[src/sv/dcp_pkg.sv]
// dcp_pkg: widths, constants and sideband types of the distance constraint
// projection pipeline. No dependencies; used by every file of the block.
package dcp_pkg;

   localparam int POS_W   = 32;
   localparam int MASS_W  = 32;
   localparam int REST_W  = 31;
   localparam int STIFF_W = 17;
   localparam int DIFF_W  = 33;
   localparam int SUM_W   = 66;
   localparam int LEN_W   = 34;
   localparam int DMAG_W  = 35;
   localparam int NRM_W   = 17;
   localparam int KN_W    = 34;
   localparam int PROD_W  = 69;
   localparam int WSUM_W  = 33;
   localparam int CMAG_W  = 53;
   localparam int CLO_W   = 27;
   localparam int MOVE_W  = 48;
   localparam int ACC_W   = 50;
   localparam int TAG_MAX = 16;

   localparam logic [STIFF_W-1:0] STIFF_RESET = 17'd65536;

   typedef enum logic [0:0] {
      CSR_COMPRESS = 1'b0,
      CSR_STRETCH  = 1'b1
   } csr_index_type;

   typedef logic signed [POS_W-1:0] pos_type;

   typedef struct packed {
      pos_type [5:0]                pos;
      logic [MASS_W-1:0]            w1;
      logic [MASS_W-1:0]            w2;
      logic [REST_W-1:0]            rest;
      logic [WSUM_W-1:0]            wsum;
      logic [2:0][DIFF_W-1:0]       amag;
      logic [2:0]                   dneg;
   } side_a_type;

   typedef struct packed {
      pos_type [5:0]                pos;
      logic [MASS_W-1:0]            w1;
      logic [MASS_W-1:0]            w2;
      logic [WSUM_W-1:0]            wsum;
      logic [STIFF_W-1:0]           k;
      logic [DMAG_W-1:0]            dmag;
      logic                         dneg;
      logic [2:0]                   nneg;
      logic                         len_zero;
   } side_b_type;

   typedef struct packed {
      pos_type [5:0]                pos;
      logic [MASS_W-1:0]            w1;
      logic [MASS_W-1:0]            w2;
      logic [2:0]                   cneg;
      logic                         wsum_nz;
   } side_c_type;

endpackage

[src/sv/dcp_div.sv]
// dcp_div: pipelined restoring divider, one quotient bit per register stage.
// The numerator bits above the quotient must be below the divisor.
module dcp_div #(
   parameter int NW = 49,
   parameter int DW = 34,
   parameter int QW = 17
) (
   input  logic          clock,
   input  logic          en,
   input  logic [NW-1:0] num,
   input  logic [DW-1:0] den,
   output logic [QW-1:0] quo
);
   import dcp_pkg::*;

   logic [DW-1:0] rem_ff [QW-1];
   logic [DW-1:0] den_ff [QW-1];
   logic [QW-1:0] w_ff   [QW];

   for (genvar i = 0; i < QW; i++) begin : g_step
      logic [DW-1:0] rem_prev;
      logic [DW-1:0] den_prev;
      logic [QW-1:0] w_prev;
      logic [DW:0]   acc;
      logic          ge;

      if (i == 0) begin : g_first
         assign rem_prev = DW'(num[NW-1:QW]);
         assign den_prev = den;
         assign w_prev   = num[QW-1:0];
      end else begin : g_next
         assign rem_prev = rem_ff[i-1];
         assign den_prev = den_ff[i-1];
         assign w_prev   = w_ff[i-1];
      end

      assign acc = {rem_prev, w_prev[QW-1]};
      assign ge  = acc >= {1'b0, den_prev};

      always_ff @(posedge clock) begin
         if (en) begin
            w_ff[i] <= {w_prev[QW-2:0], ge};
         end
      end

      if (i < QW - 1) begin : g_carry
         always_ff @(posedge clock) begin
            if (en) begin
               rem_ff[i] <= ge ? DW'(acc - {1'b0, den_prev}) : acc[DW-1:0];
               den_ff[i] <= den_prev;
            end
         end
      end
   end

   assign quo = w_ff[QW-1];

endmodule

[config.mk]
export PLATFORM = sky130hd
export DESIGN_NAME = dcp_div
export DESIGN_NICKNAME = d
export VERILOG_FILES = /design/src/sv/dcp_pkg.sv /design/src/sv/dcp_div.sv
export SDC_FILE = /design/constraint.sdc
export NUM_CORES = 2
export LEC_CHECK = 0
export ABC_AREA = 0
export BUFFER_PORTS_ARGS = -buffer_cell sky130_fd_sc_hd__buf_2
export CAP_MARGIN = 15
export CORE_MARGIN = 2
export CORE_UTILIZATION = 41
export DETAILED_ROUTE_END_ITERATION = 7
export PLACE_DENSITY = 0.52
export SKIP_CTS_REPAIR_TIMING = 1
export SLEW_MARGIN = 40
export SYNTH_ARGS = -nofsm -noshare
export SYNTH_HDL_FRONTEND = slang
export SYNTH_SLANG_ARGS = --single-unit
[constraint.sdc]
create_clock -name clock -period 4.16 [get_ports clock]
set_input_delay 0.624 -clock clock [delete_from_list [all_inputs] [get_ports clock]]
set_output_delay 0.624 -clock clock [all_outputs]
set_load 0.05 [all_outputs]
==> impl_metrics.env <==
export IMPL_layout_cell_area_non_filler_mm2=0.0890
export IMPL_dpl_worst_slack_ns=0.0625
export IMPL_number_of_violations_reported_at_the_end_of_detailed_routing_iteration_0=2564
export IMPL_final_hold_viol_count=0
export IMPL_seq_area_frac_synth=0.529
export IMPL_number_of_cells_produced_by_synthesis=6949
export IMPL_timing_max_cap_violations=0
export IMPL_cts_tree="built"
export IMPL_area_growth_syn_to_layout_pct=13.8
export IMPL_arrival_ns=4.57
export IMPL_initial_utilization=0.412
export IMPL_wl_per_cell_um=18.5
export IMPL_post_synth_top_area_cell="edfxtp_1"
export IMPL_timing_slew_headroom=0.390
export IMPL_drt_pre_antenna_iters=6
export IMPL_via_count=52800
export IMPL_synth_largest_type_area_fraction=0.529
export IMPL_tritoncts_num_buffers=164
export IMPL_track_usage=0.190
export IMPL_floorplan_die_area_mm2=0.194
export IMPL_route_detailed_vias_per_inst=5.28
export IMPL_synth_area_per_cell_um2=11.3
export IMPL_cts_root_buffer_cell="clkbuf_16"
export IMPL_outcome="complete, no violations"
export IMPL_seqCellArea_mm2=0.0413
export IMPL_postSynthRegisterBits=1377
export IMPL_ys_warn_count=0
export IMPL_finalWorstSetupSlack_ns=0.145
export IMPL_setup_worst_path_class="register to register"
export IMPL_overflow=0
export IMPL_die_boundary_width_um=441
export IMPL_worst_clock_skew_ns=0.0204
export IMPL_cts_htree_levels=4
export IMPL_ys_async_sr_fraction=0
export IMPL_drc=0
export IMPL_clock_insertion_delay_worst_skew_ns=0.81
export IMPL_timing_critical_path_fanout_max=59
export IMPL_timing_max_transition_violations_final=0
export IMPL_cp_end_kind="register"
export IMPL_total_power_w=0.0671
export IMPL_final_layout_size_suffix_gt1_frac=0.116
export IMPL_hold_path_class="primary input to register"
export IMPL_timing_critical_path_required_ns=4.72
export IMPL_num_rows=160
export IMPL_timing_worst_slew_pin_value_ns=0.907
export IMPL_fmax_mhz=249
export IMPL_placed_cell_area_mm2=0.0835
export IMPL_fin_worst_hold_slack_ns=0.0452
export IMPL_mappedNetlistNets=7627
export IMPL_postSynth_topFlopCell="edfxtp_1"
export IMPL_post_route_period_util=0.965
export IMPL_global_route_wire_length_before_repair_um=288000
export IMPL_fin_nets=8019
export IMPL_clk_pin_slew_ns=0.06
export IMPL_placement_io_buffers=101
export IMPL_grt_antenna_before_repair=2
export IMPL_final_fill_count=17300
export IMPL_grt_pass1_vias=55000
export IMPL_postRouteAntennaNets=0
export IMPL_synthTopCellsByCount="edfxtp_1, inv_1, a21oi_1"
export IMPL_floorplan_core_area_mm2=0.190
export IMPL_crit_path_start_kind="register"
export IMPL_synth_enable_flop_cells=1377
export IMPL_multi_input_comb_area_mm2=0.0335
export IMPL_grt_max_degree=142
export IMPL_post_dp_hpwl_um=144000
export IMPL_synth_distinct_cells=96
export IMPL_gpl_final_weighted_congestion=0.960
export IMPL_synth_area_mm2=0.0782
export IMPL_finalCriticalPeriod_ns=4.02
export IMPL_timing_final_setup_violations=0
export IMPL_numClockSinks=1377
export IMPL_post_synth_main_area_contributors="edfxtp_1, ha_1, a21oi_1, inv_1, a21o_1"
export IMPL_die_outline_height_um=441
export IMPL_clock_tree_buffer_depth=3
export IMPL_synthMostInstantiatedCell="edfxtp_1"
export IMPL_power_per_cell_area_mw_per_mm2=754
export IMPL_fin_util=0.469
export IMPL_finalWirelength_um=185000
export IMPL_vdd_ir_drop_worst_v=0.000480
export IMPL_reported_leakage_power_nw=36.9
export IMPL_num_io_pins=102
[sequential cells by signal (all words and copies together) (netlist names)]
name,flops
w_ff,289
den_ff,544
rem_ff,544
[cells by family after synthesis]
family / after synthesis / share of synthesized area
AO/OA/AOI/OAI: 1871 / 0.153
XOR/XNOR: 445 / 0.0498
adder cells (fa/ha/maj): 593 / 0.0964
buffers and inverters: 905 / 0.0449
flip-flops: 1377 / 0.529
multiplexers: 238 / 0.0353
AND/OR/NAND/NOR: 1520 / 0.0925
[final timing paths]
path / slack (ns) / depth (start not counted) / end / startpoint
min: 0.05 / 1 / den_ff[0][1] / den[1]
min reg2reg: 0.41 / 0 / w_ff[15][13] / w_ff[14][12]
max: 0.14 / 11 / rem_ff[1][142] / rem_ff[1][111]
max reg2reg: 0.14 / 11 / rem_ff[1][142] / rem_ff[1][111]
[cells in the final DEF, fill, tap and decap left out, types with 94 or more instances in the layout]
cell type     n
inv_1       732
xnor2_1     264
nand4_1      94
o21ai_0     380
nand3_1     124
ha_1        577
nand2_1     429
buf_4       218
xor2_1      181
mux2_2      186
clkbuf_16   166
nor2_1      424
a21o_1      334
buf_2       100
edfxtp_1   1377
a21oi_1     591
[power by group]
part	total (W)	switching, W	leakage [nW]	internal [W]
Combinational	0.0316	0.0176	21.0	0.0140
Sequential	0.0221	0.00179	13.5	0.0203
Clock	0.0134	0.00570	2.44	0.00767
Total	0.0671	0.0251	36.9	0.0420
[critical path, cell delays in order (launching register included)]
cell	delay, ns
edfxtp_1	0.40
ha_1	0.43
nand3_1	0.19
nor3_1	0.27
o31ai_1	0.19
a31oi_1	0.36
o21a_1	0.34
a31o_2	0.22
a31oi_1	0.22
o41ai_4	0.39
buf_12	0.28
mux2_2	0.38
[area by class of cell]
class                   instances  share of cell area
diodes                          1           0.0000281
flip-flops and latches       1377               0.464
clock buffers                 208              0.0484
repair buffers                398              0.0366
clock inverters                94             0.00828
inverters                     733              0.0309
multi-input cells            4667               0.376
well taps                    2511              0.0353
[routing by layer]
| metal | part of all wire | wire length (um) | track usage | vias up |
|---|---|---|---|---|
| li1 | - | - | - | 26400 |
| met1 | 0.34 | 62300 | 0.167 | 25000 |
| met2 | 0.56 | 104000 | 0.386 | 933 |
| met3 | 0.027 | 4920 | 0.0250 | 517 |
| met4 | 0.075 | 13800 | 0.134 | 0 |
| met5 | 0 | 0 | 0 | - |
[metrics by stage]
step                      TNS (ns)  instances
after global placement           0       9638
final                            0       9989
after global routing       -0.0182       9989
after CTS                        0       9940
after floorplan                  0       6949
after detailed placement         0       9638
Note: power is estimated with default switching activity, not from simulation.
