<file path="src/sv/dcp_pkg.sv">
// dcp_pkg: widths, constants and sideband types of the distance constraint
// projection pipeline. No dependencies; used by every file of the block.
package dcp_pkg;

   localparam int POS_W   = 32;
   localparam int MASS_W  = 32;
   localparam int REST_W  = 31;
   localparam int STIFF_W = 17;
   localparam int DIFF_W  = 33;
   localparam int SUM_W   = 66;
   localparam int LEN_W   = 34;
   localparam int DMAG_W  = 35;
   localparam int NRM_W   = 17;
   localparam int KN_W    = 34;
   localparam int PROD_W  = 69;
   localparam int WSUM_W  = 33;
   localparam int CMAG_W  = 53;
   localparam int CLO_W   = 27;
   localparam int MOVE_W  = 48;
   localparam int ACC_W   = 50;
   localparam int TAG_MAX = 16;

   localparam logic [STIFF_W-1:0] STIFF_RESET = 17'd65536;

   typedef enum logic [0:0] {
      CSR_COMPRESS = 1'b0,
      CSR_STRETCH  = 1'b1
   } csr_index_type;

   typedef logic signed [POS_W-1:0] pos_type;

   typedef struct packed {
      pos_type [5:0]                pos;
      logic [MASS_W-1:0]            w1;
      logic [MASS_W-1:0]            w2;
      logic [REST_W-1:0]            rest;
      logic [WSUM_W-1:0]            wsum;
      logic [2:0][DIFF_W-1:0]       amag;
      logic [2:0]                   dneg;
   } side_a_type;

   typedef struct packed {
      pos_type [5:0]                pos;
      logic [MASS_W-1:0]            w1;
      logic [MASS_W-1:0]            w2;
      logic [WSUM_W-1:0]            wsum;
      logic [STIFF_W-1:0]           k;
      logic [DMAG_W-1:0]            dmag;
      logic                         dneg;
      logic [2:0]                   nneg;
      logic                         len_zero;
   } side_b_type;

   typedef struct packed {
      pos_type [5:0]                pos;
      logic [MASS_W-1:0]            w1;
      logic [MASS_W-1:0]            w2;
      logic [2:0]                   cneg;
      logic                         wsum_nz;
   } side_c_type;

endpackage

</file>
<file path="src/sv/dcp_sqrt.sv">
// dcp_sqrt: pipelined integer square root, one root bit per register stage.
// Depends on dcp_pkg for the radicand and root widths.
module dcp_sqrt (
   input  logic                         clock,
   input  logic                         en,
   input  logic [dcp_pkg::SUM_W-1:0]    rad,
   output logic [dcp_pkg::LEN_W-1:0]    root
);
   import dcp_pkg::*;

   localparam int STEPS = LEN_W;
   localparam int PAD_W = 2 * LEN_W;
   localparam int RW    = LEN_W + 2;

   logic [RW-1:0]    rem_ff  [STEPS-1];
   logic [PAD_W-1:0] rad_ff  [STEPS-1];
   logic [LEN_W-1:0] root_ff [STEPS];

   for (genvar i = 0; i < STEPS; i++) begin : g_step
      logic [RW-1:0]    rem_prev;
      logic [PAD_W-1:0] rad_prev;
      logic [LEN_W-1:0] root_prev;
      logic [RW+1:0]    acc;
      logic [RW+1:0]    trial;
      logic             ge;

      if (i == 0) begin : g_first
         assign rem_prev  = '0;
         assign rad_prev  = PAD_W'(rad);
         assign root_prev = '0;
      end else begin : g_next
         assign rem_prev  = rem_ff[i-1];
         assign rad_prev  = rad_ff[i-1];
         assign root_prev = root_ff[i-1];
      end

      assign acc   = {rem_prev, rad_prev[PAD_W-1 -: 2]};
      assign trial = (RW + 2)'({root_prev, 2'b01});
      assign ge    = acc >= trial;

      always_ff @(posedge clock) begin
         if (en) begin
            root_ff[i] <= {root_prev[LEN_W-2:0], ge};
         end
      end

      if (i < STEPS - 1) begin : g_carry
         always_ff @(posedge clock) begin
            if (en) begin
               rem_ff[i] <= ge ? RW'(acc - trial) : RW'(acc);
               rad_ff[i] <= {rad_prev[PAD_W-3:0], 2'b00};
            end
         end
      end
   end

   assign root = root_ff[STEPS-1];

endmodule

</file>
<file path="config.mk">
export PLATFORM = sky130hd
export DESIGN_NAME = dcp_sqrt
export DESIGN_NICKNAME = d
export VERILOG_FILES = /design/src/sv/dcp_pkg.sv /design/src/sv/dcp_sqrt.sv
export SDC_FILE = /design/constraint.sdc
export NUM_CORES = 2
export LEC_CHECK = 0
export BUFFER_PORTS_ARGS = -buffer_cell sky130_fd_sc_hd__buf_2
export CAP_MARGIN = 20
export CORE_MARGIN = 2
export CORE_UTILIZATION = 52
export CTS_BUF_LIST = sky130_fd_sc_hd__clkbuf_8
export CTS_CLUSTER_SIZE = 8
export DETAILED_ROUTE_END_ITERATION = 12
export GPL_TIMING_DRIVEN = 1
export PLACE_DENSITY = 0.79
export SETUP_SLACK_MARGIN = 0.02
export SYNTH_ARGS = -nofsm -noshare
export SYNTH_HDL_FRONTEND = slang
export SYNTH_MEMORY_MAX_BITS = 65536
export SYNTH_SLANG_ARGS = --single-unit
</file>
<file path="constraint.sdc">
create_clock -name clock -period 5.25 [get_ports clock]
set_clock_uncertainty 0.05 [all_clocks]
set_input_delay 1.3125 -clock clock [delete_from_list [all_inputs] [get_ports clock]]
set_output_delay 1.3125 -clock clock [all_outputs]
set_load 0.01 [all_outputs]
</file>
==> key figures <==
Yosys
  • Async S/R FF share, synth: 0%
  • Register area share after synthesis: 65.3%
  • Post-Syn Instances: 9768
  • EDFF count, synth: 2782
  • Post-synth top area cell: edfxtp_1
  • Area contributors post-synth: edfxtp_1, ha_1, xor2_1, xnor2_1, o21ai_0
  • Yosys warning count: 0
  • Cell variety after synth: 78
  • Prevailing post-synth register cell: edfxtp_1
  • Share of the synthesized area in the top cell type: 65.3%
  • Avg Cell Area, Syn: 13.1 um2
  • Synth Cell Area: 128000 um2
  • Synthesis-stage register bit count: 2782

Outcome
  • Status: complete, no violations

Floorplan
  • Core ar.: 245000 um2
  • DIE AREA: 250000 um2
  • IO Count: 102
  • Initial core utilization: 52.2%
  • Die H: 500 um
  • Die extent in x: 500 um
  • Row cnt: 182

Global route
  • Number of global-route vias before repair: 76300
  • Top Usage Layer GRT: met2
  • Total GRT Usage: 20.9%
  • Met2 usage: 33.1%
  • Initial antenna violation count: 7
  • GRT overflow: 0
  • Global-route wire length before repair: 417000 um
  • Largest net degree at the start of global routing: 194
  • Grt met3 use: 3.57%
  • GR Util met1: 29.5%

Timing
  • Final worst setup slack: 875 ps
  • Max Slew Vio Count: 0
  • Minimum clock period: 4380 ps
  • Fmax: 229 MHz
  • Final worst-path cycle share: 83.3%
  • Final TNS setup: 0 ps
  • Setup violators final: 0
  • Worst-Margin Slew: 1070 ps
  • Final Hold Violating Endpoints: 0
  • RSZ-0062 raised after global routing: false
  • Slew HR: 27.9%

Min path
  • Hold wc startpoint: rad[56]
  • Hold Crit Class: in -> reg

Layout
  • Final Cell Area: 141000 um2
  • Reg area: 83500 um2
  • Multi-input logic area: 41000 um2
  • # fillers: 19200
  • Area Overhead vs Synth: 9.96%
  • Final net count: 10900
  • Finished Layout Cells: 13700
  • Proportion of layout cells with a drive suffix above 1: 8.31%

CTS
  • CTS Sinks: 2782
  • Post-cts resize count: 0
  • Clock buffer depth: 4
  • Total CTS buffers: 461
  • Post-CTS Setup Inserts: 0
  • Root buffer selected by CTS: clkbuf_8
  • CTS tree: done
  • Clock slew at reported path FFs: 60 ps
  • H-tree depth: 5
  • Worst skew pair latency: 1160 ps
  • Hold buffer count at cts: 0

Critical path
  • Worst setup path start: rem_ff[1][46]
  • Worst-path fanout max: 20
  • CP most frequent cell: or3_1
  • Critical Path RT: 6010 ps
  • Crit path max-delay family: simple AND/OR/NAND/NOR gates
  • Critical R2R Launch: rem_ff[1][46]
  • Crit path largest cell delay: 720 ps
  • CP arrival: 5140 ps
  • Slowest CP cell: nor3_1
  • Crit start category: flip-flop
  • WS Path Type: reg -> reg
  • CP Capture Type: flip-flop
  • Critical path, cell by cell: or3_1 -> or3_1 -> or3_1 -> o31ai_1 -> nor3_1 -> buf_4 -> or3_1 -> nor3_1 -> nand2b_1 -> xnor2_1
  • Buf/Inv on CP: 1

Pwr
  • PnR Total Power: 58.8 mW
  • Worst vdd ir: 0.329 mV
  • Pwr Density: 417 nW/um2
  • Leak Pwr: 53.8 nW

Route
  • Starting DRC count in detailed routing: 7178
  • DRC Markers: 0
  • Wire length per cell: 19.3 um
  • Remaining antenna violation count: 0
  • Vias per cell: 5.64
  • Vias: 77400
  • Total wire length: 265000 um
  • Router iterations before antenna repair: 6

Place
  • Pre-CTS WS: 946 ps
  • IO Port Bufs: 100
  • Post-place instance area: 133000 um2
  • DPL Wire Length: 189000 um
  • Placed cells: 13000
  • GP Congestion: 0.915

Job
  • Max Cap Viol: 0
-- cells in the final DEF, fill, tap and decap left out, types with 21 or more instances in the layout --
| master | n |
|---|---|
| o21a_1 | 106 |
| o21bai_1 | 52 |
| and3_1 | 54 |
| o21ai_0 | 578 |
| or4_1 | 60 |
| and2_1 | 38 |
| buf_4 | 66 |
| a211oi_1 | 35 |
| buf_12 | 23 |
| o31ai_1 | 73 |
| ha_1 | 597 |
| nor3b_1 | 21 |
| clkinv_2 | 32 |
| xor2_1 | 473 |
| inv_1 | 879 |
| nand4_1 | 93 |
| a31oi_1 | 38 |
| o211ai_1 | 23 |
| nand3b_1 | 26 |
| nor3_1 | 233 |
| a21boi_0 | 24 |
| a21oi_1 | 547 |
| a21o_1 | 248 |
| clkbuf_8 | 463 |
| nor2b_1 | 81 |
| nand2b_1 | 108 |
| or2_2 | 52 |
| nor2_1 | 492 |
| or3_1 | 137 |
| nand2_1 | 731 |
| edfxtp_1 | 2782 |
| xnor2_1 | 462 |
| clkinv_1 | 101 |
| buf_2 | 100 |
| nand3_1 | 145 |
| mux2_2 | 60 |
| nor4_1 | 136 |
-- per-stage QoR --
step / hold slack (ps) / utilization (%)
after floorplan: 350 / -
final: 278 / 57.4
after global placement: 350 / 54.2
after global routing: 179 / 57.4
after CTS: 129 / 57.4
after detailed placement: 355 / 54.2
-- report_power, final --
| group | total, mW | internal [mW] | switching (mW) | leakage, nW |
|---|---|---|---|---|
| clock network | 16.8 | 8.55 | 8.25 | 4.54 |
| registers | 29.9 | 28.0 | 1.87 | 26.8 |
| logic | 12.1 | 4.98 | 7.10 | 22.5 |
-- routing by layer --
metal  share of wire (%)  wire length, um
met5              0.0045               12
met4                 2.6             6840
met3                 6.2            16400
met2                  46           123000
met1                  45           119000
-- path summary, 6_finish.rpt --
path | depth (start not counted) | end | slack, ps
hold / removal | 1 | rad_ff[0][56] | 280
setup / recovery | 10 | rem_ff[1][99] | 870
hold reg to reg | 0 | rad_ff[18][39] | 290
setup reg to reg | 10 | rem_ff[1][99] | 870
-- synthesized netlist by cell type, types with 137 or more instances --
library cell	number
edfxtp_1	2782
nor3_1	235
xor2_1	473
nand3_1	145
o21ai_0	578
a21o_1	248
xnor2_1	462
nor2_1	494
nor4_1	137
or3_1	137
nand2_1	732
inv_1	745
clkbuf_1	181
a21oi_1	551
ha_1	597
-- area by class of cell --
class | count | share of cell area (%)
clock buffers | 463 | 4.53
well taps | 3220 | 2.86
clock inverters | 293 | 1.07
flip-flops and latches | 2782 | 59.4
repair buffers | 191 | 1.05
inverters | 745 | 1.99
multi-input cells | 6039 | 29.1
diodes | 2 | 0.00356
-- kinds of logic (layout without fill, tap and decap cells) --
family	Yosys count	in the layout	synth area share [%]
compound gates	1937	1937	9.36
xor+xnor	935	935	6.40
fa+ha+maj	597	597	5.84
buf+inv	948	1692	2.79
flops	2782	2782	65.3
mux	77	77	0.661
other cells	1	4	0.00293
simple gates	2491	2491	9.68
-- sequential cells by signal, indices dropped and copies added (netlist names) --
register and count:
rad_ff 1122, rem_ff 1099, root_ff 561
No activity file was read; power rests on OpenSTA's default activity.
